--- config.mk ---
export PLATFORM = sky130hd
export DESIGN_NAME = analog_keypad_press_detector_unit_flat
export DESIGN_NICKNAME = d
export VERILOG_FILES = /design/src/rtl/akpd_pkg.sv /design/src/rtl/akpd_if.sv /design/src/rtl/akpd_cfg_regs.sv /design/src/rtl/akpd_classify.sv /design/src/rtl/akpd_core.sv /design/src/rtl/analog_keypad_press_detector_unit.sv /design/src/flat_wrapper.sv
export SDC_FILE = /design/constraint.sdc
export NUM_CORES = 1
export LEC_CHECK = 0
export CAP_MARGIN = 40
export CORE_ASPECT_RATIO = 2
export CORE_UTILIZATION = 40
export CTS_CLUSTER_DIAMETER = 150
export DETAILED_ROUTE_END_ITERATION = 6
export DONT_BUFFER_PORTS = 1
export SETUP_SLACK_MARGIN = 0.1
export SLEW_MARGIN = 10
export SYNTH_ARGS = -nofsm -noshare
export SYNTH_HDL_FRONTEND = slang
export SYNTH_HIERARCHICAL = 1
export SYNTH_SLANG_ARGS = --single-unit
--- constraint.sdc ---
create_clock -name clk -period 6.7 [get_ports clk]
set_clock_uncertainty 0.05 [all_clocks]
set_input_delay 0.67 -clock clk [delete_from_list [all_inputs] [get_ports clk]]
set_output_delay 0.67 -clock clk [all_outputs]
set_load 0.03 [all_outputs]
--- src/rtl/akpd_pkg.sv ---
package akpd_pkg;

    // Field widths of the transaction payloads
    localparam int SAMPLE_W = 10;
    localparam int EVENT_W  = 4;
    localparam int HOLD_W   = 11;
    localparam int IDLE_W   = 7;

    // APB register map
    localparam int APB_ADDR_W = 4;
    localparam int APB_DATA_W = 32;
    localparam logic [1:0] REG_SHORT_PRESS  = 2'd0;
    localparam logic [1:0] REG_LONG_PRESS   = 2'd1;
    localparam logic [1:0] REG_RELEASE_IDLE = 2'd2;

    // Register reset values
    localparam logic [HOLD_W-1:0] SHORT_PRESS_RST  = 11'd50;
    localparam logic [HOLD_W-1:0] LONG_PRESS_RST   = 11'd1000;
    localparam logic [IDLE_W-1:0] RELEASE_IDLE_RST = 7'd50;

    // Counter saturation values
    localparam logic [HOLD_W-1:0] HOLD_MAX = '1;
    localparam logic [IDLE_W-1:0] IDLE_MAX = '1;

    // Command codes
    localparam logic CMD_SAMPLE = 1'b0;
    localparam logic CMD_READ   = 1'b1;

    // Classification windows, bounds exclusive
    localparam logic [SAMPLE_W-1:0] DOWN_LO  = 10'd170;
    localparam logic [SAMPLE_W-1:0] DOWN_HI  = 10'd190;
    localparam logic [SAMPLE_W-1:0] RIGHT_LO = 10'd311;
    localparam logic [SAMPLE_W-1:0] RIGHT_HI = 10'd331;
    localparam logic [SAMPLE_W-1:0] UP_LO    = 10'd600;
    localparam logic [SAMPLE_W-1:0] UP_HI    = 10'd620;
    localparam logic [SAMPLE_W-1:0] LEFT_LO  = 10'd830;
    localparam logic [SAMPLE_W-1:0] LEFT_HI  = 10'd850;

    // Event codes
    localparam logic [EVENT_W-1:0] EV_NONE     = 4'd0;
    localparam logic [EVENT_W-1:0] LONG_OFFSET = 4'd4;

    typedef enum logic [2:0] {
        CLS_IDLE  = 3'd0,
        CLS_UP    = 3'd1,
        CLS_DOWN  = 3'd2,
        CLS_LEFT  = 3'd3,
        CLS_RIGHT = 3'd4
    } btn_cls_t;

    typedef struct packed {
        logic [HOLD_W-1:0] short_press_count;
        logic [HOLD_W-1:0] long_press_count;
        logic [IDLE_W-1:0] release_idle_count;
    } cfg_t;

endpackage

--- src/rtl/akpd_if.sv ---
interface akpd_req_if
    import akpd_pkg::*;
();
    logic                valid;
    logic                ready;
    logic                command;
    logic [SAMPLE_W-1:0] sample;

    modport source (output valid, output command, output sample, input ready);
    modport sink   (input valid, input command, input sample, output ready);
endinterface

interface akpd_rsp_if
    import akpd_pkg::*;
();
    logic               valid;
    logic               ready;
    logic [EVENT_W-1:0] event_res;
    logic [EVENT_W-1:0] pending_event;

    modport source (output valid, output event_res, output pending_event, input ready);
    modport sink   (input valid, input event_res, input pending_event, output ready);
endinterface

--- src/rtl/akpd_cfg_regs.sv ---
module akpd_cfg_regs
    import akpd_pkg::*;
(
    input  logic                  clk,
    input  logic                  rst_n,
    input  logic                  psel,
    input  logic                  penable,
    input  logic                  pwrite,
    input  logic [APB_ADDR_W-1:0] paddr,
    input  logic [APB_DATA_W-1:0] pwdata,
    output logic [APB_DATA_W-1:0] prdata,
    output logic                  pready,
    output cfg_t                  cfg
);

    cfg_t cfg_reg;
    cfg_t cfg_next;
    logic wr_en;

    assign pready = 1'b1;
    assign wr_en  = psel && penable && pwrite;
    assign cfg    = cfg_reg;

    // Register write decode
    always_comb
    begin
        cfg_next = cfg_reg;
        if (wr_en)
        begin
            unique case (paddr[3:2])
                REG_SHORT_PRESS:  cfg_next.short_press_count  = pwdata[HOLD_W-1:0];
                REG_LONG_PRESS:   cfg_next.long_press_count   = pwdata[HOLD_W-1:0];
                REG_RELEASE_IDLE: cfg_next.release_idle_count = pwdata[IDLE_W-1:0];
                default:          cfg_next = cfg_reg;
            endcase
        end
    end

    always_ff @(posedge clk or negedge rst_n)
    begin
        if (!rst_n)
        begin
            cfg_reg.short_press_count  <= SHORT_PRESS_RST;
            cfg_reg.long_press_count   <= LONG_PRESS_RST;
            cfg_reg.release_idle_count <= RELEASE_IDLE_RST;
        end
        else
        begin
            cfg_reg <= cfg_next;
        end
    end

    // Read mux
    always_comb
    begin
        unique case (paddr[3:2])
            REG_SHORT_PRESS:
                prdata = {{(APB_DATA_W-HOLD_W){1'b0}}, cfg_reg.short_press_count};
            REG_LONG_PRESS:
                prdata = {{(APB_DATA_W-HOLD_W){1'b0}}, cfg_reg.long_press_count};
            REG_RELEASE_IDLE:
                prdata = {{(APB_DATA_W-IDLE_W){1'b0}}, cfg_reg.release_idle_count};
            default:
                prdata = '0;
        endcase
    end

endmodule

--- src/rtl/akpd_classify.sv ---
module akpd_classify
    import akpd_pkg::*;
(
    input  logic [SAMPLE_W-1:0] sample,
    output btn_cls_t            cls
);

    // Window compares, first match wins
    always_comb
    begin
        if (sample > DOWN_LO && sample < DOWN_HI)
            cls = CLS_DOWN;
        else if (sample > RIGHT_LO && sample < RIGHT_HI)
            cls = CLS_RIGHT;
        else if (sample > UP_LO && sample < UP_HI)
            cls = CLS_UP;
        else if (sample > LEFT_LO && sample < LEFT_HI)
            cls = CLS_LEFT;
        else
            cls = CLS_IDLE;
    end

endmodule

--- src/rtl/akpd_core.sv ---
module akpd_core
    import akpd_pkg::*;
#(
    parameter int ADC_BITS = 10
)
(
    input  logic       clk,
    input  logic       rst_n,
    input  cfg_t       cfg,
    akpd_req_if.sink   req,
    akpd_rsp_if.source rsp
);

    // Samples narrower than the port keep only their low ADC_BITS bits
    localparam logic [SAMPLE_W-1:0] ADC_MASK =
        (ADC_BITS >= SAMPLE_W) ? {SAMPLE_W{1'b1}} : SAMPLE_W'((1 << ADC_BITS) - 1);

    // Input stage
    logic                s1_valid_reg;
    logic                s1_valid_next;
    logic                s1_cmd_reg;
    logic [SAMPLE_W-1:0] s1_sample_reg;

    // Output stage
    logic               out_valid_reg;
    logic               out_valid_next;
    logic [EVENT_W-1:0] ev_reg;
    logic [EVENT_W-1:0] pend_reg;

    // Detector state
    btn_cls_t          button_class_reg, button_class_next;
    logic [HOLD_W-1:0] hold_count_reg, hold_count_next;
    logic [IDLE_W-1:0] idle_count_reg, idle_count_next;
    logic              short_fired_reg, short_fired_next;
    logic              long_fired_reg, long_fired_next;
    logic [EVENT_W-1:0] latched_reg, latched_next;

    logic               advance;
    logic               take;
    btn_cls_t           cls;
    logic [HOLD_W-1:0]  hold_base;
    logic               flags_clear;
    logic               sf_cur, lf_cur;
    logic               fire_short, fire_long;
    logic [EVENT_W-1:0] ev_next;

    assign advance   = s1_valid_reg && (!out_valid_reg || rsp.ready);
    assign take      = req.valid && req.ready;
    assign req.ready = !s1_valid_reg || advance;

    assign s1_valid_next  = take || (s1_valid_reg && !advance);
    assign out_valid_next = advance || (out_valid_reg && !rsp.ready);

    akpd_classify u_classify (
        .sample (s1_sample_reg & ADC_MASK),
        .cls    (cls)
    );

    // Counter and flag update for one sample
    always_comb
    begin
        if (cls == CLS_IDLE)
        begin
            idle_count_next = (idle_count_reg < IDLE_MAX) ? idle_count_reg + 1'b1
                                                          : idle_count_reg;
            hold_base       = '0;
        end
        else
        begin
            idle_count_next = '0;
            hold_base       = hold_count_reg;
        end

        flags_clear = idle_count_next > cfg.release_idle_count;
        sf_cur      = short_fired_reg && !flags_clear;
        lf_cur      = long_fired_reg && !flags_clear;

        if (button_class_reg != cls)
            hold_count_next = '0;
        else if (hold_base < HOLD_MAX)
            hold_count_next = hold_base + 1'b1;
        else
            hold_count_next = hold_base;

        fire_short = (hold_count_next > cfg.short_press_count) && !sf_cur;
        fire_long  = !fire_short && (hold_count_next > cfg.long_press_count) && !lf_cur;

        short_fired_next  = sf_cur || fire_short;
        long_fired_next   = lf_cur || fire_long;
        button_class_next = cls;

        if (cls == CLS_IDLE)
            ev_next = EV_NONE;
        else if (fire_short)
            ev_next = {1'b0, cls};
        else if (fire_long)
            ev_next = {1'b0, cls} + LONG_OFFSET;
        else
            ev_next = EV_NONE;

        latched_next = (latched_reg == EV_NONE) ? ev_next : latched_reg;
    end

    // Control registers
    always_ff @(posedge clk or negedge rst_n)
    begin
        if (!rst_n)
        begin
            s1_valid_reg     <= 1'b0;
            out_valid_reg    <= 1'b0;
            button_class_reg <= CLS_IDLE;
            hold_count_reg   <= '0;
            idle_count_reg   <= '0;
            short_fired_reg  <= 1'b0;
            long_fired_reg   <= 1'b0;
            latched_reg      <= EV_NONE;
        end
        else
        begin
            s1_valid_reg  <= s1_valid_next;
            out_valid_reg <= out_valid_next;
            if (advance)
            begin
                if (s1_cmd_reg == CMD_READ)
                begin
                    latched_reg <= EV_NONE;
                end
                else
                begin
                    button_class_reg <= button_class_next;
                    hold_count_reg   <= hold_count_next;
                    idle_count_reg   <= idle_count_next;
                    short_fired_reg  <= short_fired_next;
                    long_fired_reg   <= long_fired_next;
                    latched_reg      <= latched_next;
                end
            end
        end
    end

    // Payload registers
    always_ff @(posedge clk)
    begin
        if (take)
        begin
            s1_cmd_reg    <= req.command;
            s1_sample_reg <= req.sample;
        end
        if (advance)
        begin
            ev_reg   <= (s1_cmd_reg == CMD_READ) ? EV_NONE : ev_next;
            pend_reg <= latched_reg;
        end
    end

    assign rsp.valid         = out_valid_reg;
    assign rsp.event_res     = ev_reg;
    assign rsp.pending_event = pend_reg;

`ifndef ASSERT_OFF
    // A running idle count means the last sample was idle
    a_idle_cls: assert property (@(posedge clk) disable iff (!rst_n)
        idle_count_reg != '0 |-> button_class_reg == CLS_IDLE)
        else $error("idle count running with a button class held");

    // While idle, the hold count never exceeds one
    a_idle_hold: assert property (@(posedge clk) disable iff (!rst_n)
        idle_count_reg != '0 |-> hold_count_reg <= HOLD_W'(1))
        else $error("hold count grew during idle run");

    // A read transaction empties the latch
    a_read_clear: assert property (@(posedge clk) disable iff (!rst_n)
        advance && s1_cmd_reg == CMD_READ |=> latched_reg == EV_NONE)
        else $error("pending event not cleared by read");
`endif

endmodule

--- src/rtl/analog_keypad_press_detector_unit.sv ---
// Pipeline: an accepted request transaction passes the input stage, then the response
//   register, and the response is held there while rsp.ready is low.
// Throughput: one transaction per cycle while rsp.ready does not hold the response; all
//   compares and counter updates sit between the input stage and the response register.
// Reset: rst_n is asynchronous, active low; it clears the pipeline valids, the detector
//   state and the latch, and loads the registers with 50, 1000 and 50.
module analog_keypad_press_detector_unit
    import akpd_pkg::*;
#(
    parameter int ADC_BITS = 10
)
(
    input  logic                  clk,
    input  logic                  rst_n,
    akpd_req_if.sink              req,
    akpd_rsp_if.source            rsp,
    input  logic                  psel,
    input  logic                  penable,
    input  logic                  pwrite,
    input  logic [APB_ADDR_W-1:0] paddr,
    input  logic [APB_DATA_W-1:0] pwdata,
    output logic [APB_DATA_W-1:0] prdata,
    output logic                  pready
);

    cfg_t cfg;

    akpd_cfg_regs u_cfg_regs (
        .clk     (clk),
        .rst_n   (rst_n),
        .psel    (psel),
        .penable (penable),
        .pwrite  (pwrite),
        .paddr   (paddr),
        .pwdata  (pwdata),
        .prdata  (prdata),
        .pready  (pready),
        .cfg     (cfg)
    );

    akpd_core #(
        .ADC_BITS (ADC_BITS)
    ) u_core (
        .clk   (clk),
        .rst_n (rst_n),
        .cfg   (cfg),
        .req   (req),
        .rsp   (rsp)
    );

endmodule
--- src/flat_wrapper.sv ---
// flat-port wrapper written by rule: the top's interface ports become plain ports
module analog_keypad_press_detector_unit_flat import akpd_pkg::*;
#(
    parameter int ADC_BITS = 10
)
  (clk, rst_n, psel, penable, pwrite, paddr, pwdata, prdata, pready, req_valid, req_command, req_sample, req_ready, rsp_valid, rsp_event_res, rsp_pending_event, rsp_ready);
  akpd_req_if req_i ();
  akpd_rsp_if rsp_i ();
  input  logic clk;
  input  logic rst_n;
  input  logic psel;
  input  logic penable;
  input  logic pwrite;
  input  logic [APB_ADDR_W-1:0] paddr;
  input  logic [APB_DATA_W-1:0] pwdata;
  output logic [APB_DATA_W-1:0] prdata;
  output logic pready;
  input wire logic [$bits(req_i.valid)-1:0] req_valid;
  input wire logic [$bits(req_i.command)-1:0] req_command;
  input wire logic [$bits(req_i.sample)-1:0] req_sample;
  output wire logic [$bits(req_i.ready)-1:0] req_ready;
  output wire logic [$bits(rsp_i.valid)-1:0] rsp_valid;
  output wire logic [$bits(rsp_i.event_res)-1:0] rsp_event_res;
  output wire logic [$bits(rsp_i.pending_event)-1:0] rsp_pending_event;
  input wire logic [$bits(rsp_i.ready)-1:0] rsp_ready;
  assign req_i.valid = req_valid;
  assign req_i.command = req_command;
  assign req_i.sample = req_sample;
  assign req_ready = req_i.ready;
  assign rsp_valid = rsp_i.valid;
  assign rsp_event_res = rsp_i.event_res;
  assign rsp_pending_event = rsp_i.pending_event;
  assign rsp_i.ready = rsp_ready;
  analog_keypad_press_detector_unit #(.ADC_BITS(ADC_BITS)) u_core (.clk(clk), .rst_n(rst_n), .req(req_i), .rsp(rsp_i), .psel(psel), .penable(penable), .pwrite(pwrite), .paddr(paddr), .pwdata(pwdata), .prdata(prdata), .pready(pready));
endmodule
* Word level (Yosys, flattened, before mapping)
Cells that the tools add are included.
** Word-level totals
- Flip-flop bits (word level) :: 77
- Bits of input ports :: 54
- Output and inout port bits :: 43
- Word-level logic and storage cells :: 88
** Operators by class
- Add/sub/neg operators :: 3
- $lt $le $gt $ge :: 13
- Equality and inequality tests :: 3
- Multiplexer cells :: 15
- Bitwise gates (word level) :: 1
- Reduce and logical (&&, ||, !) cells :: 38
** Operator list (number)
- two-way mux 11 bit :: 3
- one-hot mux 11 bit (3 select lines) :: 1
- greater-than comparator 11 bit :: 2
- greater-than comparator 10 bit (second input constant) :: 2
- less-than comparator 10 bit (second input constant) :: 2
- two-way mux 4 bit :: 5
- logical AND 1 bit :: 15
- two-way mux 7 bit :: 2
- adder 11 x 1 -> 11 bit (second input constant) :: 1
- less-than comparator 11 bit (second input constant) :: 1
- greater-than comparator 10 x 8 -> 1 bit (second input constant) :: 1
- greater-than comparator 10 x 9 -> 1 bit (second input constant) :: 1
- less-than comparator 10 x 8 -> 1 bit (second input constant) :: 1
- less-than comparator 10 x 9 -> 1 bit (second input constant) :: 1
- AND reduction 2 bit :: 5
- two-way mux 3 bit :: 3
- zero test 1 bit :: 8
- adder 7 x 1 -> 7 bit (second input constant) :: 1
- greater-than comparator 7 bit :: 1
- less-than comparator 7 bit (second input constant) :: 1
- logical OR 1 bit :: 6
- adder 3 x 3 -> 4 bit (second input constant) :: 1
- zero test 4 bit :: 1
- zero test 3 bit :: 1
- other kinds (7) :: 7

* Longest topological paths before layout
- Depth in word-level cells :: 21
- Mapped depth :: 20
- Depth with buffers taken out :: 17

* Cells and area by module
Netlist, hierarchy kept.
** Modules (own cells, without submodules)
- akpd_core :: times used 1, cells an instance 333, area an instance 3095.5 um2, seq. area each 1296.2 um2
- akpd_cfg_regs :: times used 1, cells an instance 121, area an instance 1539.0 um2, seq. area each 740.7 um2
- akpd_classify :: times used 1, cells an instance 22, area an instance 171.4 um2, seq. area each 0.0 um2

* Least setup slack after synthesis
OpenSTA, ideal clock, no wires.
- Path kind :: register to register
- Start point :: reg u_core.u_core.s1_sample_reg[3]
- End point :: reg u_core.u_core.ev_reg[0], in the netlist u_core/u_core/rsp.event_res[0] (data pin)
- Setup time :: 0.266 ns
- Arrival time :: 4.494 ns
- Data required time :: 6.384 ns
- Slack :: 1.890 ns
- Stages on the path, launching flop included :: 19
- Buffers on the path :: 3
- Clock period less this slack :: 4.810 ns
- Cells stage by stage :: edfxtp_1 o311a_1 o32ai_1 or3_1 buf_2 clkbuf_1 clkbuf_1 and2_1 ha_1 nand4_1 xnor2_1 nor2_1 ha_1 a21o_1 a21o_1 a2111oi_0 a211oi_1 a21oi_1 nor3_1
** On the way
- Cells in the longest elaborated chain, start to end :: 19
- Elaborated cells on any way between the ends :: 40
- Classes of those cells :: add/sub (2); order compare (12); eq/ne (1); mux (11); reduce/logical (14)
** Ends and longest elaborated chain
- from (decl) :: RTL line akpd_core.sv:22 : logic [SAMPLE_W-1:0] s1_sample_reg;
- from (signal assigned) :: RTL line akpd_core.sv:147 : s1_sample_reg <= req.sample;
- greater-than comparator 10 bit or less-than comparator 10 bit (tied branches) :: RTL line akpd_classify.sv:17 : else if (sample > LEFT_LO && sample < LEFT_HI)
- logical AND 1 bit :: RTL line akpd_classify.sv:17
- two-way mux 2 bit :: RTL line akpd_classify.sv:17
- two-way mux 3 bit :: RTL line akpd_classify.sv:15 : else if (sample > UP_LO && sample < UP_HI)
- two-way mux 3 bit :: RTL line akpd_classify.sv:13 : else if (sample > RIGHT_LO && sample < RIGHT_HI)
- two-way mux 3 bit * :: RTL line akpd_classify.sv:11 : if (sample > DOWN_LO && sample < DOWN_HI)
- via u_core.u_core.button_class_next[0] :: RTL line akpd_core.sv:31 : btn_cls_t button_class_reg, button_class_next;
- zero test 3 bit :: RTL line akpd_core.sv:62 : if (cls == CLS_IDLE)
- (+4 left out)
- via u_core.u_core.hold_count_next[4] :: RTL line akpd_core.sv:32 : logic [HOLD_W-1:0] hold_count_reg, hold_count_next;
- greater-than comparator 11 bit :: RTL line akpd_core.sv:85 : fire_short = (hold_count_next > cfg.short_press_count) && !sf_cur;
- logical AND 1 bit :: RTL line akpd_core.sv:85
- zero test 1 bit :: RTL line akpd_core.sv:86 : fire_long = !fire_short && (hold_count_next > cfg.long_press_count) && !lf_cur;
- logical AND 1 bit (2 in series) :: RTL line akpd_core.sv:86
- two-way mux 4 bit :: RTL line akpd_core.sv:96 : else if (fire_long)
- two-way mux 4 bit * :: RTL line akpd_core.sv:94 : else if (fire_short)
- two-way mux 4 bit * :: RTL line akpd_core.sv:92 : if (cls == CLS_IDLE)
- to (signal assigned) :: RTL line akpd_core.sv:151 : ev_reg <= (s1_cmd_reg == CMD_READ) ? EV_NONE : ev_next;
- to (decl) :: RTL line akpd_core.sv:27 : logic [EVENT_W-1:0] ev_reg;
The timed path passes the listed nets; every way through them passes the cells marked *.
A chain may end at the register's enable or synchronous reset.

* Final worst setup path
Same ends and word-level chain as after synthesis.

==> flow_summary.toml <==
[setup_path]
critical-path-slowest-cell = "sky130_fd_sc_hd__a2111oi_0"
data_arrival_time_at_the_worst_slack_endpoint_ns = 5.51
timing_worst_setup_path_type = "flop to flop"
critical_path.max_stage_delay_ns = 0.73
worst-path-max-fanout = 14
reg2reg_depth = 15
critPathLaunch = "u_core/u_core/s1_sample_reg[3]"
type_of_element_capturing_the_critical_path = "flop"
cp_cell_sequence = "o311a_1 > o32ai_1 > or3_1 > and2_1 > ha_1 > nand4_1 > xnor2_1 > nor2_1 > ha_1 > a21o_1 > a21o_1 > a2111oi_0 > a211oi_1 > a21oi_1 > nor3_1"
rr_endpoint = "u_core/u_core/rsp.event_res[0]"
timing.critical_path.from_type = "flop"
critical_path.reg2reg.startpoint = "u_core/u_core/s1_sample_reg[3]"
critical_path.top_delay_family = "compound AO/OA/AOI/OAI gates"
required_ns = 6.72
cp_num_buf_inv = 0
internal_reg_to_reg_setup_slack_ns = 1.21

[logic_synthesis]
ys.warnings.count = 6
async_reset_ff_frac = 0.7532
top_cell_type_s_share_of_synthesized_area = 0.2395
number_of_synthesized_flops_with_an_enable_pin = 19
syn_inst = 476
synth_top_flop_cell = "sky130_fd_sc_hd__dfrtp_1"
synth.lib_cells_used.distinct = 62
post_synth_instance_area_um2 = 4806
ys_seq_elements = 77
yosysSeqAreaShare = 0.4238
syn_area_per_cell_um2 = 10.10
synth_top_cells_by_area = "sky130_fd_sc_hd__dfrtp_1, sky130_fd_sc_hd__edfxtp_1, sky130_fd_sc_hd__ha_1"
largest_area_contributor_in_the_netlist = "sky130_fd_sc_hd__dfrtp_1"

[timing]
layout_worst_path_cycle_share = 0.8201
max_freq_mhz = 182.0
setup_viol = 0
hold_viol = 0
max_slew.worst_pin.slew_ns = 0.8933
rsz0062_at_grt = "false"
timing.slew.headroom = 0.3982
final-max-slew-violation-count = 0
final.setup.tns_ns = 0
min_period_ns = 5.495

[run]
cap_violations = 0

[power]
vdd_ir_drop_max_uv = 180.9
p_clk_frac = 0.321
internal-power_mw = 1.002
power.density_nw_per_um2 = 281.2
switching_share = 0.3163
switching_power_uw = 463.7
power.leakage_nw = 2.352
power.combinational.fraction = 0.245
power_frac_seq = 0.434

[die]
die_height_um = 157.0
placementRows = 56
initial_utilization = 0.4107
die_w_um = 79.51
floorplan.io_pins = 97
core_area_um2 = 11700
design.die.area_um2 = 12480

[clock_tree]
cts-resized-gates = 0
clock-root-buffer = "sky130_fd_sc_hd__clkbuf_16"
cts.clk_slew.worst_paths_ns = 0.06
post-cts-setup-buffer-count = 0
cts_tree = "done"
total_cts_buffers = 9
clock_insertion_delay_worst_skew_ns = 0.33
cts.sink_count = 77
h_tree_depth = 3
clockBufferDepth = 2
ctsHoldBuffers = 1

[hold_path]
worst_hold_path_type = "input port to asynchronous set/reset pin"

[finish]
final-instance-count-excl-fill = 633
drive_above_1_share = 0.1516
area_delta_synth_final_pct = 8.487
layout_commonest_cell = "sky130_fd_sc_hd__dfrtp_1"
antenna_cells = 0
fillerInstances = 1123
layout_common_cells = "sky130_fd_sc_hd__dfrtp_1, sky130_fd_sc_hd__nand2_1, sky130_fd_sc_hd__inv_1"
final_net_count = 568
largest_register_ff_count = 29

[global_route]
grt_first_pass_wirelength_mm = 18.09
grt_pass1_vias = 3757
largest_net_degree_at_the_start_of_global_routing = 47
grt_antenna_before_repair = 0
gr-usage-all-layers = 0.1908
gr-total-overflow = 0

[drt]
drt_drc_violations_left = 0
drt_pass1_iterations = 4
via_per_inst = 5.572
drt-wirelength-per-cell_um = 17.50
route.vias.total = 3527
detailedRoute.firstIterationViolations = 148
routed_wirelength_mm = 11.08
antenna_left = 0

[placement]
place_congestion = 0.8064
dpl.hpwl_mm = 8.134
placement.io_buffers = 0
dp.cells = 616

[status]
status = "finished, final reports clean"
## power groups by stage
stage / combinational (mW) / clock [mW] / sequential [mW]
5_1_grt: 0.408 / 0.508 / 0.649
6_report: 0.359 / 0.470 / 0.637
4_1_cts: 0.362 / 0.489 / 0.637
2_1_floorplan: 0.294 / 0 / 0.623
3_3_place_gp: 0.327 / 0 / 0.640
3_5_place_dp: 0.351 / 0 / 0.645
## cell usage after synthesis, types with 3 or more instances
cell / count
sky130_fd_sc_hd__nand3b_1: 6
sky130_fd_sc_hd__a211oi_1: 3
sky130_fd_sc_hd__dfstp_2: 12
sky130_fd_sc_hd__mux2i_1: 12
sky130_fd_sc_hd__xor2_1: 4
sky130_fd_sc_hd__nand4_1: 7
sky130_fd_sc_hd__edfxtp_1: 19
sky130_fd_sc_hd__nor2_1: 21
sky130_fd_sc_hd__a31oi_1: 6
sky130_fd_sc_hd__dfrtp_1: 46
sky130_fd_sc_hd__nand2_1: 42
sky130_fd_sc_hd__o31ai_1: 8
sky130_fd_sc_hd__clkbuf_1: 9
sky130_fd_sc_hd__and3_1: 4
sky130_fd_sc_hd__a21oi_1: 26
sky130_fd_sc_hd__and2_1: 4
sky130_fd_sc_hd__o41ai_1: 3
sky130_fd_sc_hd__o22ai_1: 3
sky130_fd_sc_hd__o21ai_0: 27
sky130_fd_sc_hd__nor2b_1: 3
sky130_fd_sc_hd__inv_1: 36
sky130_fd_sc_hd__ha_1: 31
sky130_fd_sc_hd__a21o_1: 6
sky130_fd_sc_hd__mux2_4: 10
sky130_fd_sc_hd__xnor2_1: 8
sky130_fd_sc_hd__nor3_1: 8
sky130_fd_sc_hd__nand2b_1: 6
sky130_fd_sc_hd__or3_1: 5
sky130_fd_sc_hd__buf_2: 3
sky130_fd_sc_hd__mux2_2: 21
sky130_fd_sc_hd__buf_4: 23
sky130_fd_sc_hd__nand3_1: 17
## through the flow
stage | worst slack (ns) | total power [mW] | instance area, um^2 | hold WS, ns | utilization
after global placement | 1.399 | 0.9674 | 4845 | 0.3264 | 0.4140
after CTS | 1.233 | 1.487 | 5214 | 0.1124 | 0.4456
after detailed placement | 1.254 | 0.9959 | 4902 | 0.3264 | 0.4189
after global routing | 0.8448 | 1.565 | 5214 | 0.1062 | 0.4456
final | 1.205 | 1.466 | 5214 | 0.1272 | 0.4456
after floorplan | 1.890 | 0.9167 | 4881 | 0.3244 | -
## layout make-up
| type | count | area, um^2 | area share |
|---|---|---|---|
| clock buffer | 11 | 232.7 | 0.04464 |
| clock inverter | 5 | 51.30 | 0.009839 |
| inverter | 36 | 135.1 | 0.02592 |
| multi-input combinational | 347 | 2476 | 0.4749 |
| sequential | 77 | 2037 | 0.3907 |
| tap | 145 | 181.4 | 0.03480 |
| timing repair buffer | 12 | 100.1 | 0.01920 |
## layer usage
| layer | wire length, um | up-vias | GRT usage |
|---|---|---|---|
| met5 | 0 | - | 0 |
| met4 | 390 | 0 | 0.1065 |
| met3 | 388 | 21 | 0.03652 |
| met2 | 6033 | 104 | 0.3492 |
| met1 | 4264 | 1717 | 0.1974 |
| li1 | - | 1685 | - |
## how the worst max path moves through the flow
| stage | endpoint | cells past startpoint |
|---|---|---|
| 5_1_grt | u_core/u_core/rsp.event_res[0] | 15 |
| 4_1_cts | u_core/u_core/rsp.event_res[0] | 16 |
| 2_1_floorplan | u_core/u_core/rsp.event_res[0] | 18 |
| 3_5_place_dp | u_core/u_core/rsp.event_res[0] | 16 |
| 6_report | u_core/u_core/rsp.event_res[0] | 15 |
| 3_3_place_gp | u_core/u_core/rsp.event_res[2] | 16 |
## kinds of logic after synthesis
family,count (synthesis),share of synthesized area
mux,43,0.1054
xor+xnor,12,0.02187
compound gates,98,0.1278
buf+inv,72,0.07654
simple gates,141,0.1622
other cells,2,0.001563
fa+ha+maj,31,0.08071
flops,77,0.4238
Note: power is estimated with default switching activity, not from simulation.
